$ cat config.mk
export PLATFORM = sky130hd
export DESIGN_NAME = hci_h4_uart_deframer_core
export DESIGN_NICKNAME = d
export VERILOG_FILES = /design/src/rtl/h4df_pkg.sv /design/src/rtl/hci_h4_uart_deframer_core.sv /design/src/rtl/h4df_parser.sv
export SDC_FILE = /design/constraint.sdc
export NUM_CORES = 1
export LEC_CHECK = 0
export ABC_AREA = 0
export BUFFER_PORTS_ARGS = -buffer_cell sky130_fd_sc_hd__buf_2
export CAP_MARGIN = 40
export CORE_UTILIZATION = 40
export DETAILED_ROUTE_END_ITERATION = 6
export SYNTH_ARGS = -nofsm -noshare
export SYNTH_HDL_FRONTEND = slang
export SYNTH_HIERARCHICAL = 1
export SYNTH_SLANG_ARGS = --single-unit
$ cat constraint.sdc
create_clock -name clock -period 4.6 [get_ports clock]
set_input_delay 0.92 -clock clock [delete_from_list [all_inputs] [get_ports clock]]
set_output_delay 0.92 -clock clock [all_outputs]
set_load 0.05 [all_outputs]
$ cat src/rtl/h4df_pkg.sv
package h4df_pkg;

   // deframer phases
   localparam logic [1:0] PH_IDLE    = 2'd0;
   localparam logic [1:0] PH_HDR     = 2'd1;
   localparam logic [1:0] PH_PAYLOAD = 2'd2;
   localparam logic [1:0] PH_DISCARD = 2'd3;

   // packet type bytes on the wire
   localparam logic [7:0] TYPE_CMD = 8'h01;
   localparam logic [7:0] TYPE_ACL = 8'h02;
   localparam logic [7:0] TYPE_ISO = 8'h05;

   // packet kinds
   localparam logic [1:0] KIND_CMD = 2'd0;
   localparam logic [1:0] KIND_ACL = 2'd1;
   localparam logic [1:0] KIND_ISO = 2'd2;

   // byte classification
   localparam logic [2:0] BK_DROP    = 3'd0;
   localparam logic [2:0] BK_TYPE    = 3'd1;
   localparam logic [2:0] BK_HEADER  = 3'd2;
   localparam logic [2:0] BK_PAYLOAD = 3'd3;
   localparam logic [2:0] BK_DISCARD = 3'd4;

   // error codes
   localparam logic [1:0] ERR_NONE    = 2'd0;
   localparam logic [1:0] ERR_UNKNOWN = 2'd1;
   localparam logic [1:0] ERR_NO_BUF  = 2'd2;
   localparam logic [1:0] ERR_TOO_LONG = 2'd3;

   // header sizes
   localparam logic [15:0] HDR_SIZE_CMD   = 16'd3;
   localparam logic [15:0] HDR_SIZE_OTHER = 16'd4;

   // configuration register map
   localparam logic [31:0] MAX_LEN_RESET = 32'd255;

   typedef struct packed {
      logic [7:0] rx_byte;
      logic       buffer_available;
   } req_type;

   typedef struct packed {
      logic [7:0]  data_byte;
      logic [2:0]  byte_kind;
      logic [1:0]  packet_kind;
      logic [15:0] payload_length;
      logic        packet_end;
      logic [1:0]  error_code;
   } rsp_type;

   // payload length from the length bytes of the header (one for commands, two otherwise)
   function automatic logic [15:0] hdr_length(input logic [1:0] kind,
                                              input logic [7:0] lo,
                                              input logic [7:0] hi);
      logic [15:0] full;
      full = {hi, lo};
      case (kind)
         KIND_CMD: hdr_length = {8'd0, lo};
         KIND_ACL: hdr_length = full;
         default:  hdr_length = {2'b00, full[13:0]};
      endcase
   endfunction

endpackage

$ cat src/rtl/hci_h4_uart_deframer_core.sv
// H4 UART receive deframer.
// req channel: one received UART byte per transaction with the flag that a
// packet buffer is free (looked at only on the last header byte).
// rsp channel: one result per byte: the byte, its class (dropped type, type,
// header, payload, discarded), the packet kind, the payload length from the
// header, an end-of-packet mark and an error code.
// APB port: register 0 at address 0 is the payload room in bytes (reset 255);
// write it only while no byte is in flight.
// The result of a byte is registered and shows on rsp in the cycle after its acceptance.
// Throughput: one byte per cycle while results are taken; the whole classification is one pass of
// compare and count logic ahead of the output register.
// Reset puts the deframer in idle waiting for a type byte and empties the
// output register. When the receiver stalls, the result is held and req_ready
// drops until it is taken; ready stays high while the result moves on.
module hci_h4_uart_deframer_core
   import h4df_pkg::*;
(
   input  logic        clock,
   input  logic        reset,
   input  logic        req_valid,
   output logic        req_ready,
   input  req_type     req_payload,
   output logic        rsp_valid,
   input  logic        rsp_ready,
   output rsp_type     rsp_payload,
   input  logic        psel,
   input  logic        penable,
   input  logic        pwrite,
   input  logic [2:0]  paddr,
   input  logic [31:0] pwdata,
   output logic [31:0] prdata,
   output logic        pready
);

   logic [15:0] max_len_ff;
   logic        rsp_valid_ff;
   rsp_type     rsp_ff;
   rsp_type     result;
   logic        accept;

   // take a byte whenever the output register is free or being emptied
   assign req_ready = !rsp_valid_ff || rsp_ready;
   assign accept    = req_valid && req_ready;

   h4df_parser u_parser (
      .clock   (clock),
      .reset   (reset),
      .accept  (accept),
      .item    (req_payload),
      .max_len (max_len_ff),
      .result  (result)
   );

   // output register
   always_ff @(posedge clock) begin
      if (reset) begin
         rsp_valid_ff <= 1'b0;
      end else if (req_ready) begin
         rsp_valid_ff <= req_valid;
      end
   end

   always_ff @(posedge clock) begin
      if (accept) begin
         rsp_ff <= result;
      end
   end

   assign rsp_valid   = rsp_valid_ff;
   assign rsp_payload = rsp_ff;

   // configuration register
   always_ff @(posedge clock) begin
      if (reset) begin
         max_len_ff <= MAX_LEN_RESET[15:0];
      end else if (psel && penable && pwrite && !paddr[2]) begin
         max_len_ff <= pwdata[15:0];
      end
   end

   assign pready = 1'b1;
   assign prdata = paddr[2] ? 32'd0 : {16'd0, max_len_ff};

   // a stalled result blocks new input
   a_stall_blocks: assert property (@(posedge clock) disable iff (reset)
      rsp_valid && !rsp_ready |-> !req_ready)
      else $error("input taken while result stalled");

   // a dropped type byte carries the unknown-type error and nothing else does
   a_drop_err: assert property (@(posedge clock) disable iff (reset)
      rsp_valid && (rsp_payload.byte_kind == BK_DROP) |->
         (rsp_payload.error_code == ERR_UNKNOWN) && !rsp_payload.packet_end)
      else $error("dropped byte without unknown-type error");

   // the end mark never comes with an error
   a_end_clean: assert property (@(posedge clock) disable iff (reset)
      rsp_valid && rsp_payload.packet_end |->
         (rsp_payload.error_code == ERR_NONE) &&
         (rsp_payload.byte_kind == BK_HEADER || rsp_payload.byte_kind == BK_PAYLOAD))
      else $error("packet end on a bad byte");

   // a result appears in the cycle after an accepted byte
   a_latency: assert property (@(posedge clock) disable iff (reset)
      req_valid && req_ready |=> rsp_valid)
      else $error("accepted byte produced no result");

endmodule

$ cat src/rtl/h4df_parser.sv
module h4df_parser
   import h4df_pkg::*;
(
   input  logic        clock,
   input  logic        reset,
   input  logic        accept,
   input  req_type     item,
   input  logic [15:0] max_len,
   output rsp_type     result
);

   logic [1:0]  phase_ff, phase_in;
   logic [1:0]  kind_ff, kind_in;
   logic [15:0] left_ff, left_in;
   logic [7:0]  lo_ff, lo_in;
   logic [7:0]  hi_ff, hi_in;

   logic [7:0]  b;
   logic [1:0]  idx;
   logic [1:0]  size_lo;
   logic        last;
   logic [7:0]  lo_cur;
   logic [7:0]  hi_cur;
   logic [15:0] len_cur;

   assign b = item.rx_byte;

   // header slot of this byte and the length as seen with this byte stored
   assign size_lo = (kind_ff == KIND_CMD) ? HDR_SIZE_CMD[1:0] : HDR_SIZE_OTHER[1:0];
   assign idx     = size_lo - left_ff[1:0];
   assign last    = (left_ff <= 16'd1);
   assign lo_cur  = (phase_ff == PH_HDR && idx == 2'd2) ? b : lo_ff;
   assign hi_cur  = (phase_ff == PH_HDR && idx == 2'd3) ? b : hi_ff;
   assign len_cur = hdr_length(kind_ff, lo_cur, hi_cur);

   // classify the byte and work out the next state
   always_comb begin
      phase_in = phase_ff;
      kind_in  = kind_ff;
      left_in  = left_ff;
      lo_in    = lo_cur;
      hi_in    = hi_cur;
      result.data_byte      = b;
      result.byte_kind      = BK_DROP;
      result.packet_kind    = kind_ff;
      result.payload_length = 16'd0;
      result.packet_end     = 1'b0;
      result.error_code     = ERR_NONE;
      case (phase_ff)
         PH_IDLE: begin
            result.packet_kind = KIND_CMD;
            if (b == TYPE_CMD || b == TYPE_ACL || b == TYPE_ISO) begin
               if (b == TYPE_CMD) begin
                  kind_in = KIND_CMD;
                  left_in = HDR_SIZE_CMD;
               end else if (b == TYPE_ACL) begin
                  kind_in = KIND_ACL;
                  left_in = HDR_SIZE_OTHER;
               end else begin
                  kind_in = KIND_ISO;
                  left_in = HDR_SIZE_OTHER;
               end
               phase_in           = PH_HDR;
               result.byte_kind   = BK_TYPE;
               result.packet_kind = kind_in;
            end else begin
               result.error_code = ERR_UNKNOWN;
            end
         end
         PH_HDR: begin
            result.byte_kind = BK_HEADER;
            if (last) begin
               left_in               = 16'd0;
               result.payload_length = len_cur;
               if (!item.buffer_available) begin
                  result.error_code = ERR_NO_BUF;
                  phase_in          = PH_IDLE;
               end else if (len_cur > max_len) begin
                  result.error_code = ERR_TOO_LONG;
                  left_in           = len_cur;
                  phase_in          = PH_DISCARD;
               end else if (len_cur == 16'd0) begin
                  result.packet_end = 1'b1;
                  phase_in          = PH_IDLE;
               end else begin
                  left_in  = len_cur;
                  phase_in = PH_PAYLOAD;
               end
            end else begin
               left_in = left_ff - 16'd1;
            end
         end
         PH_PAYLOAD: begin
            result.byte_kind      = BK_PAYLOAD;
            result.payload_length = len_cur;
            if (last) begin
               left_in           = 16'd0;
               result.packet_end = 1'b1;
               phase_in          = PH_IDLE;
            end else begin
               left_in = left_ff - 16'd1;
            end
         end
         default: begin
            result.byte_kind      = BK_DISCARD;
            result.payload_length = len_cur;
            if (last) begin
               left_in  = 16'd0;
               phase_in = PH_IDLE;
            end else begin
               left_in = left_ff - 16'd1;
            end
         end
      endcase
   end

   // advance state on each accepted transaction
   always_ff @(posedge clock) begin
      if (reset) begin
         phase_ff <= PH_IDLE;
         kind_ff  <= KIND_CMD;
         left_ff  <= 16'd0;
      end else if (accept) begin
         phase_ff <= phase_in;
         kind_ff  <= kind_in;
         left_ff  <= left_in;
      end
   end

   // hold the length bytes of the header
   always_ff @(posedge clock) begin
      if (accept) begin
         lo_ff <= lo_in;
         hi_ff <= hi_in;
      end
   end

endmodule

==> results, run 1 <==
- The die covers ~13000 sq um.
- In the post-route analysis, the smallest setup slack over all paths is approximately 0.74 ns.
- The worst path needs approximately 3.9 ns of the cycle, external delays included.
- In the final routed layout, each cell accounts on average for between 15 and 20 um.
- The clock skew is about 0.0052 ns.
- Buffers inserted during clock tree synthesis total 9.
- STA puts the critical path data required time at around 4.7 ns.
- After synthesis, the cell types taking the most area are edfxtp_1, dfxtp_1, mux2i_1.
- The count of nets left with antenna violations once routing finished came out at 0.
- The maximum fanout count along the critical path is 8.
- The worst hold-check path type is reg2reg.
- Measured on the finished design, the core utilization comes to between 40% and 50%.
- The ratio of cells with drive above 1 in the final layout is between 20% and 30%.
- The area share of the largest cell type after synthesis is 28.49%.
- The post-detailed-routing wire length is roughly 12 mm.
- The relative slew slack is 37.66%.
- The most frequent cell after synthesis is nor2_1.
- The synthesized design spends more area on one cell type than any other, namely edfxtp_1.
- After layout, the design draws a total of between 1.5 and 2 mW.
- The initial antenna violation count is 0.
- Entering global routing, the biggest net connects 39 pins.
- The antenna diode count is 0.
- The library cell used as clock root buffer is clkbuf_16.
- The netlist area before placement is about 5000 sq um.
- The tree built by TritonCTS fans out to 85 sinks.
- At the pin with the least slew margin, the transition time is around 0.9 ns.
- The clock latency on the worst-skew pair is 0.34 ns.
- The pre-CTS setup slack is ~0.76 ns.
- The top achievable clock speed is 0.2591 GHz.
- In this run the cell area measured after placement is between 5000 and 6000 sq um.
- The final weighted congestion in routability-driven placement is around 0.86.
- The depth of the CTS H-tree is 3.
- Of the available clock period, the critical path in the final layout requires a little over four fifths.
- The width of the die is 114.5 um.
- The flow ran to the end, and the final reports show no timing, DRC or antenna violations.
- STA classifies the critical path startpoint as a flip-flop.
- The max-capacitance violation count is 0.
- The HPWL reported at the end of detailed placement is around 9.0 mm.
- By count the netlist is led by nor2_1, edfxtp_1, dfxtp_1, inv_1, mux2i_1.
- In this run the mean area of a mapped cell was about 9.9 sq um.
- The endpoint kind of the worst setup timing path is a flip-flop.
- The number of hold buffers added after cts is 0.
- The static leakage is around 2.5 nW.
- Measured along the y axis, the die boundary spans 114.5 um.
- The number of hold-slack violations in the final timing report came to 0.
- The wire length of the first global-routing pass is ~19 mm.
- The worst-case IR drop observed on VDD is 0.1503 mV.
- The count of buffers from port buffering is just over 80.
- In this run, synthesis produced a sequential element count of 85.
- The detailed router placed approximately 3900 vias in this run.
- The aggregate global routing overflow is 0.
- The final-report max-slew violation count is 0.
- The final total negative setup slack is 0 ns.
- The initialized floorplan defines 40 standard-cell rows.
- After detailed routing, the number of vias per cell comes to roughly 5.
- Before antenna repair, the detailed router went through 5 iterations.
- The area of the core is about 12000 sq um.
- The net count of the finished layout is roughly 670.
- Counting flops with an async set or reset pin after synthesis yields a share of 0%.
- Summing the sequential cell areas from Yosys gives between 40% and 50% of the chip area.
- The number of I/O pins is between 100 and 150.
- With fillers left out, the area of the finished cells amounts to between 5000 and 6000 sq um.
- Counting flops with a built-in enable in the synthesized netlist gives 48.
- The gate count of the mapped netlist is roughly 510.
- Setup repair after global routing left no endpoint under its margin.
- The initial core utilization is 41.59%.
- Clock-pin slew was measured on the worst setup and hold paths at 0.06 ns.
- No sink is reached through more buffers than the 2 on the longest clock path.
- Setup violations remaining at the end of the flow were counted as 0.
- The area added between synthesis and finish is 16.84%.
- The data arrival time of the critical path is approximately 4 ns.
- TritonCTS built the clock tree.
- The number of remaining DRC errors is 0.
- Global routing consumed, over all layers together, between 15 and 20% of the routing resources.
- The power density over the cells is roughly 320 nW/um^2.
- Once the clock tree was built, the setup fixing pass inserted 0 buffers.
- The number of DRC markers in iteration 0 is approximately 340.
- The number of filler instances in the final layout is 1163.
- After clock tree synthesis, the repair step resized 0 gates.
- The setup path with the least slack is of type reg2reg.
- In the synthesized netlist the dominant register cell turns out to be edfxtp_1.
- Yosys printed 6 warnings.
- The via count of the first global-routing pass came to 3722.
- The post-synthesis cell type count is 73.
[placed cells by master (no fill, tap or decap), types with 17 or more instances in the layout]
master | synthesis | final
buf_2 | 2 | 82
nor2_1 | 56 | 56
edfxtp_1 | 48 | 48
dfxtp_1 | 37 | 37
inv_1 | 35 | 35
mux2i_1 | 31 | 31
a21oi_1 | 24 | 24
nand2_1 | 23 | 23
ha_1 | 22 | 22
nand2b_1 | 19 | 19
buf_4 | 28 | 19
conb_1 | 2 | 17
[flip-flops by register name (all words and copies together), names as in the netlist]
register,cells
u_parser/phase_ff,2
rsp_valid,1
u_parser/hi_ff,8
u_parser/lo_ff,8
u_parser/left_ff,16
max_len_ff,16
u_parser/kind_ff,2
rsp_payload,32
[per-layer routing]
metal  vias up  wire length, um  share of wire (%)  GRT usage [%]
met4         0              214                1.8          5.801
met5         -                0                  0              0
met2       149             5447                 45          31.19
met1      1819             5591                 47          25.93
li1       1928                -                  -              -
met3        19              732                6.1          3.970
[logic make-up (layout without fill, tap and decap cells)]
logic type                 Yosys count  in the layout  synth area share, %
muxes                               34             34                7.024
other                                2             17               0.1485
xor gates and xnor gates            10             10                2.251
adders and majority gates           22             22                5.441
DFF                                 85             85                43.14
AOI/OAI and AO/OA                   84             84                11.01
buffers and inverters               81            154                9.077
and+or+nand+nor                    193            193                21.91
[per-stage QoR]
stage | std cells | hold WS, ns
after floorplan | 526 | 0.4448
after global placement | 749 | 0.4613
after detailed placement | 751 | 0.4827
after CTS | 767 | 0.4900
after global routing | 767 | 0.5096
final | 767 | 0.4861
[final timing paths]
kind | startpoint | endpoint | slack (ns) | cells after the start
worst max-delay path | u_parser/kind_ff[0]$_SDFFE_PP0P_ | rsp_payload[0]$_DFFE_PP_ | 0.74 | 15
worst min-delay path | max_len_ff[12]$_SDFFE_PP0P_ | max_len_ff[12]$_SDFFE_PP0P_ | 0.49 | 2
worst max register to register | u_parser/kind_ff[0]$_SDFFE_PP0P_ | rsp_payload[0]$_DFFE_PP_ | 0.74 | 15
worst min register to register | max_len_ff[12]$_SDFFE_PP0P_ | max_len_ff[12]$_SDFFE_PP0P_ | 0.49 | 2
[cell type report]
cell class	count	area, sq um	area share [%]
Clock buffer	11	232.7	3.937
Clock inverter	5	83.83	1.418
Timing Repair Buffer	103	595.6	10.08
Inverter	35	131.4	2.223
Tap cell	168	210.2	3.556
Multi-Input combinational cell	360	2475	41.87
Sequential cell	85	2182	36.92
[power by group]
part	leakage, nW	switching, mW	internal (mW)	total (mW)
logic	1.57	0.198	0.0731	0.271
clock network	0.146	0.298	0.478	0.776
registers	0.772	0.0117	0.834	0.845
total	2.49	0.508	1.38	1.89
[critical path, cell delays in order, from the launching register on]
cell and delay, ns:
dfxtp_1 0.38, nor2_4 0.11, inv_1 0.06, ha_1 0.24, xnor2_4 0.32, mux2i_4 0.46
mux2_2 0.45, ha_1 0.31, nor2b_1 0.13, o211ai_1 0.15, a21oi_1 0.09, a211o_1 0.29
a31oi_1 0.19, buf_4 0.16, or2_1 0.16, o21ai_1 0.09
(Power assumes the default switching activity.)
==> run 2: changes to the inputs <==
clock period = 4 ns   (was 4.6 ns; I/O delays follow)
==> results, run 2 (same netlist as run 1, synthesis figures left out) <==
- The height of the die came to 114.5 um (unchanged).
- The critical path startpoint category is a flip-flop.
- The slowest stage of the critical path is the dfxtp_1 cell.
- The HPWL reported at the end of detailed placement came to 9.051 mm (+0.92%).
- The final-report max-slew violation count is 0 (unchanged).
- The worst supply voltage drop on vdd came to 0.1633 mV (+8.6%).
- The post-layout minimum cycle time was 3.658 ns (-0.2014 ns).
- The final weighted congestion in routability-driven placement was 0.8692 (+1.2%).
- The antenna diode count was 0 (unchanged).
- The number of DRC markers in iteration 0 was 271 (-20%).
- The area of the die was 13100 sq um (unchanged).
- The ratio of routed vias to standard cells came to 5.149 (+0.87%).
- The final total negative setup slack was 0 ns (unchanged).
- The post-cts gate resize count is 0 (unchanged).
- The worst hold margin is 0.4808 ns (-0.005303 ns).
- The clock transition at the register clock pins on the worst setup and hold paths after CTS is 0.06 ns (about the same).
- The endpoint kind of the worst setup timing path is a flip-flop.
- The flip-flop count of the largest register after layout came to 32 (unchanged).
- The most numerous cell type found on the critical path is buf_4.
- The final clock period utilization by the worst path is 91.46% (+7.6 points).
- The worst reg2reg path depth is 19 (+4).
- The number of I/O pins came to 118 (unchanged).
- The wire length of the first global-routing pass is 19.43 mm (+0.25%).
- The post-route standard cell area excluding fillers is 5913 sq um (about the same).
- The post-detailed-routing wire length was 12.10 mm (+0.95%).
- The number of remaining DRC errors is 0 (unchanged).
- The actual slew at the worst max-slew pin is 0.7165 ns (-0.2101 ns).
- The number of filler instances in the final layout was 1166 (+0.26%).
- The depth of the CTS H-tree is 3 (unchanged).
- The data arrival time of the critical path is 3.75 ns (-0.19 ns).
- The width of the die is 114.5 um (unchanged).
- The area of the core is 12160 sq um (unchanged).
- The run finished with clean final reports.
- The routed length per placed instance is 15.65 um (+0.17%).
- The number of nets with antenna violations after detailed routing is 0 (unchanged).
- The initial antenna violation count is 0 (unchanged).
- The max-capacitance violation count is 0 (unchanged).
- The worst setup path is of the reg2reg kind.
- The instance count after placement with tap cells included is 757 (+0.80%).
- The count of buffers from port buffering is 82 (unchanged).
- The clock tree from TritonCTS is built.
- The pre-CTS setup slack came to 0.3980 ns (-0.3631 ns).
- The aggregate global routing overflow was 0 (unchanged).
- The CTS buffer count is 9 (unchanged).
- The number of failing setup endpoints in the final timing report was 0 (unchanged).
- The relative slew slack is 52.12% (+14 points).
- The standard cell area after detailed placement is 5639 sq um (+0.81%).
- The required arrival time at the worst endpoint came to 4.10 ns (-0.58 ns).
- The clock skew is 0.01074 ns (+0.005519 ns).
- The clock latency on the worst-skew pair is 0.35 ns (about the same).
- The maximum buffer depth of the clock tree is 2 (unchanged).
- The critical path's largest stage delay is 0.50 ns (+0.04 ns).
- The number of hold-slack violations in the final timing report is 0 (unchanged).
- The number of buffers inserted by post-CTS setup repair is 0 (unchanged).
- Setup repair after global routing left no endpoint under its margin.
- The non-filler instance count after layout came to 773 (+0.78%).
- In this run the worst hold path is classified as reg2reg.
- The setup slack of the critical path after layout is 0.3418 ns (-0.3986 ns).
- The cell depth of the worst hold path was 2 (unchanged).
- In the layout the commonest cells are buf_2, nor2_1, edfxtp_1.
- The via count of the first global-routing pass is 3786 (+1.7%).
- The area added between synthesis and finish is 16.89% (about the same).
- The static leakage is 2.509 nW (+0.71%).
- The count of vias placed by the detailed router was 3980 (+1.7%).
- The final-stage net count is 673 (+0.90%).
- The power density over the cells is 350.1 nW/um^2 (+9.3%).
- The library cell used most frequently in the layout, excluding fill and tap cells, is buf_2.
- The number of detailed-routing iterations run before antenna repair was 5 (unchanged).
- The signal on the critical path passes through nor2_4 -> inv_1 -> ha_1 -> xnor2_4 -> buf_4 -> xnor2_2 -> nand2_4 -> mux2i_1 -> nor2_1 -> ha_1 -> nand4_1 -> nor3_1 -> o31ai_1 -> o2111ai_1 -> a31oi_1 -> buf_4 -> buf_4 -> o211ai_1 -> a21boi_1.
- The pin count of the biggest net entering global routing is 43 (+10%).
- The number of core rows is 40 (unchanged).
- The top achievable clock speed is 0.2734 GHz (+5.5%).
- The maximum fanout count along the critical path was 9 (+1).
- The count of clock tree sinks is 85 (unchanged).
- The total power draw was 2.070 mW (+9.4%).
- The initial core utilization is 41.59% (unchanged).
- The number of hold buffers added after cts is 0 (unchanged).
- The cell sitting at the root of the clock tree is a clkbuf_16.
- The final core area utilization came to 48.62% (about the same).
- The ratio of cells with drive above 1 in the final layout is 26.28% (+1.1 points).
- The global router's overall resource usage was 19.51% (+0.24 points).
run 2: changes by cell type in the layout (fill, tap and decap cells not counted), sizes merged:
cell	previous run	this run
buf	103	109
bufinv	2	0
clkinv	0	4
clkbuf	11	9
inv	36	37
clkinvlp	2	1
run 2: critical path, delay by kind of cell (launching register included):
family / cells / cell delay [ns]
compound gates: 5 / 0.54
xor+xnor: 2 / 0.30
fa+ha+maj: 2 / 0.43
buf+inv: 4 / 0.55
flops: 1 / 0.50
mux: 1 / 0.17
simple gates: 5 / 0.91
run 2: final timing paths:
| path | from | endpoint | slack, ns |
|---|---|---|---|
| hold / removal | u_parser/left_ff[14]$_SDFFE_PP0P_ | u_parser/left_ff[14]$_SDFFE_PP0P_ | 0.48 |
| setup reg to reg | u_parser/kind_ff[0]$_SDFFE_PP0P_ | rsp_payload[2]$_DFFE_PP_ | 0.34 |
| hold reg to reg | u_parser/left_ff[14]$_SDFFE_PP0P_ | u_parser/left_ff[14]$_SDFFE_PP0P_ | 0.48 |
| setup / recovery | u_parser/kind_ff[0]$_SDFFE_PP0P_ | rsp_payload[2]$_DFFE_PP_ | 0.34 |
run 2: cell type report:
cell class,count,area (sq um),share of cell area (%)
Clock buffer,9,225.2,3.809
Clock inverter,7,48.80,0.8252
Inverter,35,131.4,2.222
Multi-Input combinational cell,360,2475,41.85
Sequential cell,85,2182,36.90
Tap cell,168,210.2,3.555
Timing Repair Buffer,109,640.6,10.83
run 2: routing by layer:
layer	track usage (%)	wire length (um)	vias up
met5	0	0	-
met4	8.225	240	0
met3	3.547	743	18
met2	31.27	5635	140
met1	25.89	5481	1883
li1	-	-	1939
run 2: where the power goes:
group	internal, mW	leakage, nW	switching (mW)	total [mW]
combinational	0.0874	1.60	0.226	0.313
clock	0.423	0.136	0.362	0.784
sequential	0.959	0.772	0.0139	0.973
total	1.47	2.51	0.601	2.07
==> run 3: changes to the inputs <==
PLACE_DENSITY_LB_ADDON = 0.15   (was not set)
==> results, run 3 (same netlist as run 1, synthesis figures left out) <==
- The area added between synthesis and finish is 16.37%.
- The worst register-to-register path begins at u_parser/kind_ff[0]$_SDFFE_PP0P_.
- The flow ran to the end, and the final reports show no timing, DRC or antenna violations.
- The width of the die is 114.5 um (unchanged).
- The register-to-register path setup slack was 0.20 ns (-0.14 ns).
- The HPWL reported at the end of detailed placement is 8.888 mm (-1.8%).
- The flip-flop count of the largest register after layout is 32 (unchanged).
- Setup repair after global routing left no endpoint under its margin.
- The final-report max-slew violation count is 0 (unchanged).
- The library cell used as clock root buffer is clkbuf_16.
- TritonCTS built the clock tree.
- The max-capacitance violation count is 0 (unchanged).
- The global router's overall resource usage was 18.88% (-0.62 points).
- The count of clock tree sinks is 85 (unchanged).
- The number of detailed-routing iterations run before antenna repair is 5 (unchanged).
- The final-stage net count was 668 (-0.74%).
- The total power draw is 2.109 mW (+1.9%).
- The met2 track demand over resource in global routing is 28.53% (-2.7 points).
- The cell repeated most along the worst path is ha_1.
- The area of the core is 12160 sq um (unchanged).
- The number of DRC markers in iteration 0 was 198 (-27%).
- The final weighted congestion in routability-driven placement is 0.8542 (-1.7%).
- The combined buffer and inverter count along the critical path is 2 (-2).
- The worst-path cell with the longest stage delay is dfxtp_1.
- The height of the die is 114.5 um (unchanged).
- The area of the die came to 13100 sq um (unchanged).
- The number of filler instances in the final layout is 1146 (-1.7%).
- STA classifies the critical path endpoint as a flip-flop.
- The ratio of cells with drive above 1 in the final layout is 25.67% (-0.61 points).
- The initial antenna violation count was 0 (unchanged).
- The clock skew is 0.006337 ns (-0.004399 ns).
- The depth of the CTS H-tree is 3 (unchanged).
- The global routing's busiest layer is met2.
- By startpoint and endpoint, the worst setup path is classified as reg2reg.
- The pre-CTS setup slack is 0.1665 ns (-0.2315 ns).
- The antenna diode count is 0 (unchanged).
- The number of core rows is 40 (unchanged).
- The met1 track demand over resource is 25.92% (+0.031 points).
- The signal on the critical path passes through nor2_4 -> inv_1 -> ha_1 -> xnor2_4 -> mux2i_4 -> mux2_2 -> ha_1 -> nor2b_1 -> o211ai_1 -> a21oi_1 -> a211o_1 -> a31oi_1 -> buf_4 -> or2_1 -> o21ai_1.
- The worst reg2reg path depth is 15 (-4).
- The non-filler instance count after layout is 768 (-0.65%).
- The relative slew slack came to 54.22% (+2.1 points).
- The critical path's largest stage delay is 0.48 ns (-0.02 ns).
- The maximum fanout count along the critical path is 7 (-2).
- The actual slew at the worst max-slew pin is 0.6850 ns (-0.03150 ns).
- The instance count after placement with tap cells included is 750 (-0.92%).
- The final clock period utilization by the worst path is 95.00% (+3.5 points).
- The count of vias placed by the detailed router is 3901 (-2.0%).
- The number of hold buffers added after cts came to 0 (unchanged).
- The maximum buffer depth of the clock tree is 2 (unchanged).
- The critical path startpoint category is a flip-flop.
- The count of buffers from port buffering came to 82 (unchanged).
- The CTS buffer count is 9 (unchanged).
- The top achievable clock speed is 0.2632 GHz (-3.7%).
- The worst hold margin is 0.4864 ns (+0.005515 ns).
- The wire length of the first global-routing pass is 18.54 mm (-4.6%).
- The routing usage on met3 is 3.017% (-0.53 points).
- The critical path starts at u_parser/kind_ff[0]$_SDFFE_PP0P_.
- The most common library cell in the layout ignoring fill and taps is buf_2.
- The clock transition at the register clock pins on the worst setup and hold paths after CTS is 0.06 ns (about the same).
- The endpoint identified for the worst register-to-register timing path is rsp_payload[0]$_DFFE_PP_.
- The required arrival time at the worst endpoint is 4.08 ns (-0.02 ns).
- The number of nets with antenna violations after detailed routing was 0 (unchanged).
- The number of hold-slack violations in the final timing report is 0 (unchanged).
- Grouping stages by cell kind, the critical path spends the most delay in compound AO/OA/AOI/OAI gates.
- The number of failing setup endpoints in the final timing report is 0 (unchanged).
- The power density over the cells is 358.2 nW/um^2 (+2.3%).
- The pin count of the biggest net entering global routing is 54 (+26%).
- The worst hold-check path type is reg2reg.
- The data arrival time of the critical path is 3.88 ns (+0.13 ns).
- The number of I/O pins came to 118 (unchanged).
- The final total negative setup slack was 0 ns (unchanged).
- The post-layout minimum cycle time is 3.800 ns (+0.1418 ns).
- The via count of the first global-routing pass was 3520 (-7.0%).
- The ratio of routed vias to standard cells is 5.079 (-1.3%).
- The endpoint of the most critical setup path is rsp_payload[0]$_DFFE_PP_.
- The number of remaining DRC errors is 0 (unchanged).
- The setup slack of the critical path after layout was 0.1999 ns (-0.1418 ns).
- The worst supply voltage drop on vdd came to 0.1471 mV (-9.9%).
- The static leakage is 2.486 nW (-0.95%).
- The routed length per placed instance was 15.64 um (about the same).
- The initial core utilization is 41.59% (unchanged).
- The post-detailed-routing wire length is 12.01 mm (-0.72%).
- The aggregate global routing overflow is 0 (unchanged).
- The top cell types in the final layout, fill and taps aside, are buf_2, nor2_1, edfxtp_1.
- The clock latency on the worst-skew pair came to 0.34 ns (about the same).
- The number of gates on the worst path with buffers counted is 15 (-4).
-- run 3: cell types whose count changed in the layout (fill, tap and decap cells not counted) --
cell	delta
buf_12	+1
buf_16	-1
buf_4	-5
bufinv_16	+1
clkinv_1	+1
clkinv_2	-1
clkinv_4	-1
clkinvlp_2	+1
inv_6	-1
nor2_1	-1
nor2_2	+1
-- run 3: per-layer routing --
layer | up-vias | wire [um]
li1 | 1927 | -
met1 | 1817 | 5791
met2 | 139 | 5368
met3 | 18 | 530
met4 | 0 | 323
met5 | - | 0
-- run 3: timing repair --
item / CTS / global route
setup endpoints to repair: 0 / 3
buffers inserted: 0 / 2
resized for setup: 0 / 1
-- run 3: layout make-up --
| cell class | count | area, sq um | area share (%) |
|---|---|---|---|
| Clock inverter | 7 | 65.06 | 1.105 |
| Timing Repair Buffer | 104 | 595.6 | 10.12 |
| Sequential cell | 85 | 2182 | 37.07 |
| Multi-Input combinational cell | 360 | 2477 | 42.08 |
| Inverter | 35 | 131.4 | 2.232 |
| Tap cell | 168 | 210.2 | 3.571 |
| Clock buffer | 9 | 225.2 | 3.826 |
-- run 3: power breakdown --
part           leakage, nW  switching, mW  internal [mW]
clock                0.139          0.346          0.480
combinational         1.57          0.227         0.0830
sequential           0.772         0.0142          0.959
-- run 3: how the worst min path moves through the flow --
| stage | start | end | cells past startpoint |
|---|---|---|---|
| 6_report | u_parser/left_ff[14]$_SDFFE_PP0P_ | u_parser/left_ff[14]$_SDFFE_PP0P_ | 2 |
| 5_1_grt | max_len_ff[14]$_SDFFE_PP0P_ | max_len_ff[14]$_SDFFE_PP0P_ | 2 |
| 4_1_cts | u_parser/left_ff[14]$_SDFFE_PP0P_ | u_parser/left_ff[14]$_SDFFE_PP0P_ | 2 |
| 3_5_place_dp | u_parser/left_ff[14]$_SDFFE_PP0P_ | u_parser/left_ff[14]$_SDFFE_PP0P_ | 2 |
| 3_3_place_gp | u_parser/left_ff[14]$_SDFFE_PP0P_ | u_parser/left_ff[14]$_SDFFE_PP0P_ | 2 |
| 2_1_floorplan | u_parser/left_ff[14]$_SDFFE_PP0P_ | u_parser/left_ff[14]$_SDFFE_PP0P_ | 2 |
-- run 3: worst min-delay path, delay by kind of cell (launching register included) --
kind / cells / cell delay, ns
compound gates: 1 / 0.06
simple gates: 1 / 0.06
flops: 1 / 0.32
-- run 3: through the flow --
stage	cell area, sq um	util, %
2_1_floorplan	5115	-
3_3_place_gp	5544	45.59
3_5_place_dp	5579	45.87
4_1_cts	5869	48.26
5_1_grt	5887	48.41
6_report	5887	48.41
